==> config.mk <==
export PLATFORM = sky130hd
export DESIGN_NAME = pcg_mul
export DESIGN_NICKNAME = d
export VERILOG_FILES = /design/src/design/pcg_pkg.sv /design/src/design/pcg_mul.sv
export SDC_FILE = /design/constraint.sdc
export NUM_CORES = 2
export LEC_CHECK = 0
export BUFFER_PORTS_ARGS = -buffer_cell sky130_fd_sc_hd__buf_4
export CAP_MARGIN = 20
export CORE_ASPECT_RATIO = 0.6
export CORE_UTILIZATION = 45
export DETAILED_ROUTE_END_ITERATION = 12
export GPL_TIMING_DRIVEN = 0
export RECOVER_POWER = 100
export SLEW_MARGIN = 20
export SYNTH_ARGS = -nofsm -noshare
export SYNTH_HDL_FRONTEND = slang
export SYNTH_SLANG_ARGS = --single-unit
==> constraint.sdc <==
create_clock -name clk -period 9.76 [get_ports clk]
set_input_delay 1.464 -clock clk [delete_from_list [all_inputs] [get_ports clk]]
set_output_delay 1.464 -clock clk [all_outputs]
set_load 0.02 [all_outputs]
==> src/design/pcg_pkg.sv <==
// Shared types and constants for the PCG64-DXSM bounded generator.
package pcg_pkg;

  localparam logic [63:0] DxsmMult = 64'd15750249268501108917;
  localparam logic [63:0] IncHighReset = 64'd6364136223846793005;
  localparam logic [63:0] IncLowReset = 64'd1442695040888963407;

  localparam int CfgIdxW = 2;
  localparam logic [CfgIdxW-1:0] RegIncHigh = 2'd0;
  localparam logic [CfgIdxW-1:0] RegIncLow = 2'd1;
  localparam logic [CfgIdxW-1:0] RegSeedHigh = 2'd2;
  localparam logic [CfgIdxW-1:0] RegSeedLow = 2'd3;

  typedef enum logic [1:0] {
    ACT_RAW = 2'd0,
    ACT_BOUNDED = 2'd1,
    ACT_CHOOSE = 2'd2,
    ACT_UNUSED = 2'd3
  } action_t;

  // Multiplier operation: 32x32 partial products accumulated over cycles.
  typedef struct packed {
    logic start;
    logic [63:0] a;
    logic [63:0] b;
  } mul_req_t;

  typedef struct packed {
    logic done;
    logic [127:0] prod;
  } mul_rsp_t;

  typedef struct packed {
    logic start;
    logic [63:0] num;
    logic [63:0] den;
  } div_req_t;

  typedef struct packed {
    logic done;
    logic [63:0] rem;
  } div_rsp_t;

  typedef enum logic [4:0] {
    ST_IDLE,
    ST_THRESH,
    ST_WAIT_THRESH,
    ST_LCG_LO,
    ST_WAIT_LCG_LO,
    ST_LCG_HI,
    ST_WAIT_LCG_HI,
    ST_PERM1,
    ST_WAIT_PERM1,
    ST_PERM2,
    ST_WAIT_PERM2,
    ST_CHECK,
    ST_MOD,
    ST_WAIT_MOD,
    ST_RESULT,
    ST_OUT1,
    ST_OUT2
  } state_t;

endpackage

==> src/design/pcg_mul.sv <==
// Iterative 64x64 multiplier: one 32x32 partial product per cycle.
module pcg_mul (
  input  logic               clk,
  input  logic               rst_n,
  input  pcg_pkg::mul_req_t  req,
  output pcg_pkg::mul_rsp_t  rsp
);

  logic [63:0] a_r, b_r;
  logic [127:0] acc_r;
  logic [2:0] step_r;
  logic busy_r, done_r;
  logic [31:0] op_a, op_b;
  logic [63:0] pp_r;
  logic [1:0] pp_sel_r;
  logic pp_vld_r;

  always_comb begin
    op_a = step_r[1] ? a_r[63:32] : a_r[31:0];
    op_b = step_r[0] ? b_r[63:32] : b_r[31:0];
  end

  // Stage 1 registers the partial product, stage 2 accumulates it.
  always_ff @(posedge clk) begin
    if (!rst_n) begin
      busy_r <= 1'b0;
      done_r <= 1'b0;
      step_r <= 3'd0;
      pp_vld_r <= 1'b0;
    end else begin
      done_r <= 1'b0;
      pp_vld_r <= 1'b0;
      if (req.start) begin
        a_r <= req.a;
        b_r <= req.b;
        acc_r <= '0;
        step_r <= 3'd0;
        busy_r <= 1'b1;
      end else if (busy_r) begin
        if (step_r < 3'd4) begin
          pp_r <= op_a * op_b;
          pp_sel_r <= step_r[1:0];
          pp_vld_r <= 1'b1;
          step_r <= step_r + 3'd1;
        end else if (!pp_vld_r) begin
          busy_r <= 1'b0;
          done_r <= 1'b1;
        end
      end
      if (pp_vld_r) begin
        case (pp_sel_r)
          2'd0: acc_r <= acc_r + {64'd0, pp_r};
          2'd1, 2'd2: acc_r <= acc_r + {32'd0, pp_r, 32'd0};
          default: acc_r <= acc_r + {pp_r, 64'd0};
        endcase
      end
    end
  end

  assign rsp.done = done_r;
  assign rsp.prod = acc_r;

endmodule

### Word level (Yosys, flattened, before mapping)

Cells that the tools add are included.

| cells by class | value |
|---|---|
| add/subtract/negate cells | 4 |
| multiply operators | 1 |
| $lt $le $gt $ge | 1 |
| equal/unequal tests | 2 |
| muxes and demuxes | 11 |
| bitwise logic cells | 3 |
| reduce and logical (&&, ||, !) cells | 10 |

Operators with widths:

| kind | count |
|---|---|
| 2-to-1 mux 128 bit | 2 |
| one-hot mux 128 bit (2 select lines) | 1 |
| adder 128 bit | 1 |
| adder 128 x 64 -> 128 bit | 1 |
| adder 128 x 96 -> 128 bit | 1 |
| multiplier 32 x 32 -> 64 bit | 1 |
| 2-to-1 mux 32 bit | 2 |
| 2-to-1 mux 1 bit | 6 |
| AND reduction 2 bit | 3 |
| AND reduction 4 bit | 1 |
| OR reduction 2 bit | 2 |
| OR reduction 4 bit | 1 |
| adder 3 x 1 -> 3 bit, second input constant | 1 |
| less-than comparator 3 bit, second input constant | 1 |
| NOT 1 bit | 3 |
| OR reduction 3 bit | 1 |
| == test 2 x 1 -> 1 bit, second input constant | 1 |
| == test 2 bit, second input constant | 1 |
| zero test 2 bit | 1 |
| nonzero test 2 bit | 1 |

| word-level totals | value |
|---|---|
| bits in registers | 328 |
| bits of input ports | 131 |
| output and inout bits | 129 |
| logic and storage cells | 41 |

### Logic depth before layout (Yosys ltp)

| logic depth | value |
|---|---|
| depth after elaboration | 4 |
| depth in mapped cells | 32 |
| depth with buffers taken out | 28 |

### Least setup slack after synthesis

OpenSTA, ideal clock, no wires.

| path | value |
|---|---|
| path type | flip-flop to flip-flop |
| start | register step_r[0] |
| end | register pp_r[62] (data pin) |
| setup time | 262 ps |
| arrival | 8,392 ps |
| data required time | 9,498 ps |
| setup slack | 1,106 ps |
| cell stages (with the launch flop) | 31 |
| buffers on the path | 4 |
| clock period less this slack | 8,654 ps |
| cells stage by stage | dfxtp_1 clkbuf_1 buf_1 mux2i_1 clkbuf_1 nor2_1 fa_1 fa_1 fa_1 inv_1 fa_1 inv_1 fa_1 fa_1 fa_1 inv_1 fa_1 inv_1 ha_1 clkbuf_1 a21oi_1 o21ai_0 a21oi_1 o21ai_0 o31ai_1 a21oi_1 a221oi_1 o2111ai_1 a21oi_1 o21ai_1 xor2_1 |

| between the ends | value |
|---|---|
| longest elaborated chain between the ends | 2 |

RTL lines:

| what | RTL line | text |
|---|---|---|
| start, declared | pcg_mul.sv:11 | `logic [2:0] step_r;` |
| start signal, assigned | pcg_mul.sv:44 | `step_r <= step_r + 3'd1;` |
| 2-to-1 mux 32 bit | pcg_mul.sv:20 | `op_b = step_r[0] ? b_r[63:32] : b_r[31:0];` |
| multiplier 32 x 32 -> 64 bit | pcg_mul.sv:41 | `pp_r <= op_a * op_b;` |
| end signal, assigned | pcg_mul.sv:41 |  |
| end, declared | pcg_mul.sv:14 | `logic [63:0] pp_r;` |

No other way between the ends.
A chain may end at the register's enable or synchronous reset.

### Worst setup path after layout

Ends and elaborated chain as after synthesis.

==> PnR_summary.wiki <==
{| class="wikitable"
! Metric !! Value
|-
| Worst r2r dst || pp_r[62]
|-
| Startpoint-to-endpoint class of the critical path || flip-flop to flip-flop
|-
| Min Clock Period, post-route || 9730 ps
|-
| Initial antenna violation count || 38
|-
| Worst endpoint data arrival time || 10160 ps
|-
| Worst Hold Launch || step_r[0]
|-
| Slew HR || -145%
|-
| Sink of the worst hold path || pp_sel_r[0]
|-
| Post-synthesis sequential area ratio || 16.7%
|-
| Floorplan row count || 102
|-
| Count of port buffers added during placement || 259
|-
| Leading post-synthesis cells by cell area || sky130_fd_sc_hd__fa_1 31%, sky130_fd_sc_hd__edfxtp_1 16%, sky130_fd_sc_hd__ha_1 9.7%, sky130_fd_sc_hd__inv_1 6.0%, sky130_fd_sc_hd__nor2_1 5.5%
|-
| Result of the run || complete, but fails checks
|-
| Number of top-level pins || 260
|-
| HPWL reported at the end of detailed placement || 250000 microns
|-
| Final Hold Viols || 0
|-
| Total Die Area || 132000 sq um
|-
| Die Y || 282 microns
|-
| Number of detailed-routing iterations run before antenna repair || 6
|-
| Number of instances on the worst hold path || 0
|-
| Transition time of the tightest slew-check pin || 3580 ps
|-
| Most numerous cell types in the synthesized netlist || 945 x sky130_fd_sc_hd__inv_1, 899 x sky130_fd_sc_hd__fa_1, 860 x sky130_fd_sc_hd__nor2_1, 645 x sky130_fd_sc_hd__nand2_1, 457 x sky130_fd_sc_hd__ha_1
|-
| Met1 track demand over resource in global routing || 67.0%
|-
| Setup-violating endpoint count in the final report || 0
|-
| Worst endpoint required time || 10190 ps
|-
| Via-per-instance ratio || 6.38
|-
| Nature of the critical path endpoint || flip-flop
|-
| Post-Synthesis Cells || 6573
|-
| Share of Yosys cell area claimed by the top area cell type || 30.6%
|-
| Achievable Freq || 103 MHz
|-
| Total area of multi-input combinational cells || 44800 sq um
|-
| Async SR Flop Fraction || 0%
|-
| Nets || 8414
|-
| Proportion of layout cells with a drive suffix above 1 || 8.38%
|-
| Wire length of the first global-routing pass || 405000 microns
|-
| Clock skew after layout || 72.1 ps
|-
| Initial core utilization || 45.5%
|-
| Unrepaired setup endpoints after global routing || no
|-
| Dominant cell by count in the synthesized netlist || sky130_fd_sc_hd__inv_1
|-
| Worst Reg2Reg Path Length in Cells || 27
|-
| Warning count from the yosys run || 0
|-
| DRC violation count after routing || 0
|-
| Overflow after GRT || 0
|-
| Count of cell types in the netlist || 92
|-
| Synthesized Nets || 8060
|-
| Num CTS Buffers || 40
|-
| Global routing met3 resource utilization || 28.9%
|-
| CTS tree || done
|-
| Final cell utilization of the core || 50.8%
|-
| Flop2flop setup slack || 30 ps
|-
| Final RePlAce weighted congestion || 1.08
|-
| Slew Limit Fails || 271
|-
| Worst slack at placement || -2800 ps
|-
| Busiest layer in global routing || met1
|-
| H-tree lvl count || 2
|-
| Drt wl/cell || 34.4 microns
|-
| Syn-to-layout area delta || 11.7%
|-
| Violation count after the first detailed-routing iteration || 8946
|-
| Placement-stage cell area || 63800 sq um
|-
| Startpoint of the most critical register-to-register path || step_r[0]
|-
| Layout fillers || 12500
|-
| Critical path fanouts, max || 10
|-
| Maximum root-to-sink buffer count || 3
|-
| Final non-filler cell area || 65600 sq um
|-
| Register area || 9790 sq um
|-
| Cell taking the most area after synthesis || sky130_fd_sc_hd__fa_1
|-
| Post-synthesis register bit count || 328
|-
| Total Wirelength || 300000 microns
|-
| Final clock period utilization by the worst path || 99.7%
|-
| Worst-skew pair later-pin latency || 680 ps
|-
| Number of maximum-capacitance constraint violations || 8
|-
| Ys flop type || sky130_fd_sc_hd__edfxtp_1
|-
| Remaining antenna violation count after routing || 0
|-
| Die Width || 469 microns
|-
| Clock root buffer || sky130_fd_sc_hd__clkbuf_16
|-
| Number of global-route vias before repair || 50900
|-
| Hold buffer count at cts || 0
|-
| Global router's overall resource usage || 44.9%
|-
| CORE AREA || 129000 sq um
|-
| Global-route met2 utilization || 50.2%
|-
| Avg Synthesized Cell Area || 8.94 sq um
|-
| Largest net degree at the start of global routing || 60
|-
| Kind of launch point of the worst setup path || flip-flop
|-
| Total via count after detailed routing || 55500
|-
| Clock-pin slew of the registers on the worst-case setup and hold paths || 60 ps
|-
| Number of flops mapped to enable cells by yosys || 322
|-
| Worst setup margin || 30.0 ps
|-
| Number of sinks on the clock net || 328
|-
| Violated checks || max-capacitance violations, max-slew violations
|-
| Post-synthesis cell area || 58800 sq um
|-
| HP Class || flip-flop to flip-flop
|}
## cells by family (layout without fill, tap and decap cells)
kind of cell,after synthesis,count (layout),share of synthesized area (%)
simple gates,1995,1995,14.7
fa+ha+maj,1356,1356,40.3
buf+inv,1294,1679,8.36
compound gates,1164,1164,13.0
flops,328,328,16.7
xor+xnor,307,307,4.57
mux,129,129,2.33
other cells,0,36,0
## metal layers
| metal | up-vias | share of wire [%] |
|---|---|---|
| met5 | - | 0.48 |
| met4 | 42 | 2.8 |
| met3 | 523 | 20 |
| met2 | 4424 | 33 |
| met1 | 28000 | 44 |
| li1 | 22500 | - |
## worst max-delay path by stage
stage / from / to
detailed placement: step_r[1] / pp_r[44]
global placement: step_r[0] / pp_r[60]
global route: step_r[1] / pp_r[51]
finish: step_r[0] / pp_r[62]
CTS: step_r[0] / pp_r[62]
floorplan: step_r[0] / pp_r[62]
## area by class of cell
type / count / area share, %
sequential: 328 / 14.9
tap: 1716 / 3.27
clock buffer: 41 / 1.53
inverter: 947 / 5.42
timing repair buffer: 327 / 3.35
buffer: 332 / 2.65
antenna: 36 / 0.137
clock inverter: 32 / 0.543
multi-input combinational: 4951 / 68.2
## sequential cells by signal (all words and copies together), names as in the netlist
signal / flops
done_r: 1
pp_sel_r: 2
b_r: 64
a_r: 64
busy_r: 1
pp_vld_r: 1
step_r: 3
acc_r: 128
pp_r: 64
## critical path: stages, from the launching register on
cell and delay [ps]:
sky130_fd_sc_hd__dfxtp_1 370, sky130_fd_sc_hd__clkbuf_8 280, sky130_fd_sc_hd__buf_4 340, sky130_fd_sc_hd__mux2i_1 670, sky130_fd_sc_hd__clkbuf_2 640, sky130_fd_sc_hd__nor2_1 160
sky130_fd_sc_hd__fa_1 580, sky130_fd_sc_hd__fa_1 470, sky130_fd_sc_hd__fa_1 550, sky130_fd_sc_hd__fa_1 460, sky130_fd_sc_hd__fa_1 520, sky130_fd_sc_hd__fa_1 430
sky130_fd_sc_hd__fa_1 490, sky130_fd_sc_hd__inv_1 80, sky130_fd_sc_hd__fa_1 480, sky130_fd_sc_hd__inv_1 70, sky130_fd_sc_hd__ha_2 370, sky130_fd_sc_hd__a21oi_1 230
sky130_fd_sc_hd__o21ai_0 160, sky130_fd_sc_hd__a21oi_1 290, sky130_fd_sc_hd__o21ai_1 160, sky130_fd_sc_hd__nor3b_1 350, sky130_fd_sc_hd__a21oi_4 200, sky130_fd_sc_hd__a221oi_4 390
sky130_fd_sc_hd__o2111ai_1 220, sky130_fd_sc_hd__a21oi_2 250, sky130_fd_sc_hd__o21ai_1 110, sky130_fd_sc_hd__xor2_1 140
## timing repair
item	4_1_cts	5_1_grt
pin swaps	2	5
setup endpoints to repair	50	20
resized for setup	241	101
buffers inserted	24	10
## placed cells by master (no fill, tap or decap), drive strengths merged, types with 36 or more instances in the layout
cell	n
o21ai	232
ha	457
buf	114
mux2i	67
nor3	73
inv	949
clkbuf	586
o21bai	50
and3	56
a31oi	43
diode	36
a211oi	61
fa	899
nor2	861
a22oi	38
nand3	100
a21o	139
a21oi	330
nand2	646
edfxtp	322
mux2	62
nand4	88
a221oi	79
nand2b	38
xnor2	176
xor2	131
## metrics by stage
step                TNS, ps  hold WS [ps]  std cells
floorplan                 0           435       6573
global placement    -146830           452       8548
detailed placement   -75780           451       8580
CTS                   -4.45           482       8665
global route              0           504       8675
finish                    0           494       8710
Power is left out: the tool's default activity adds up to more than one toggle a clock period on the data nets, which glitch-free logic cannot reach.
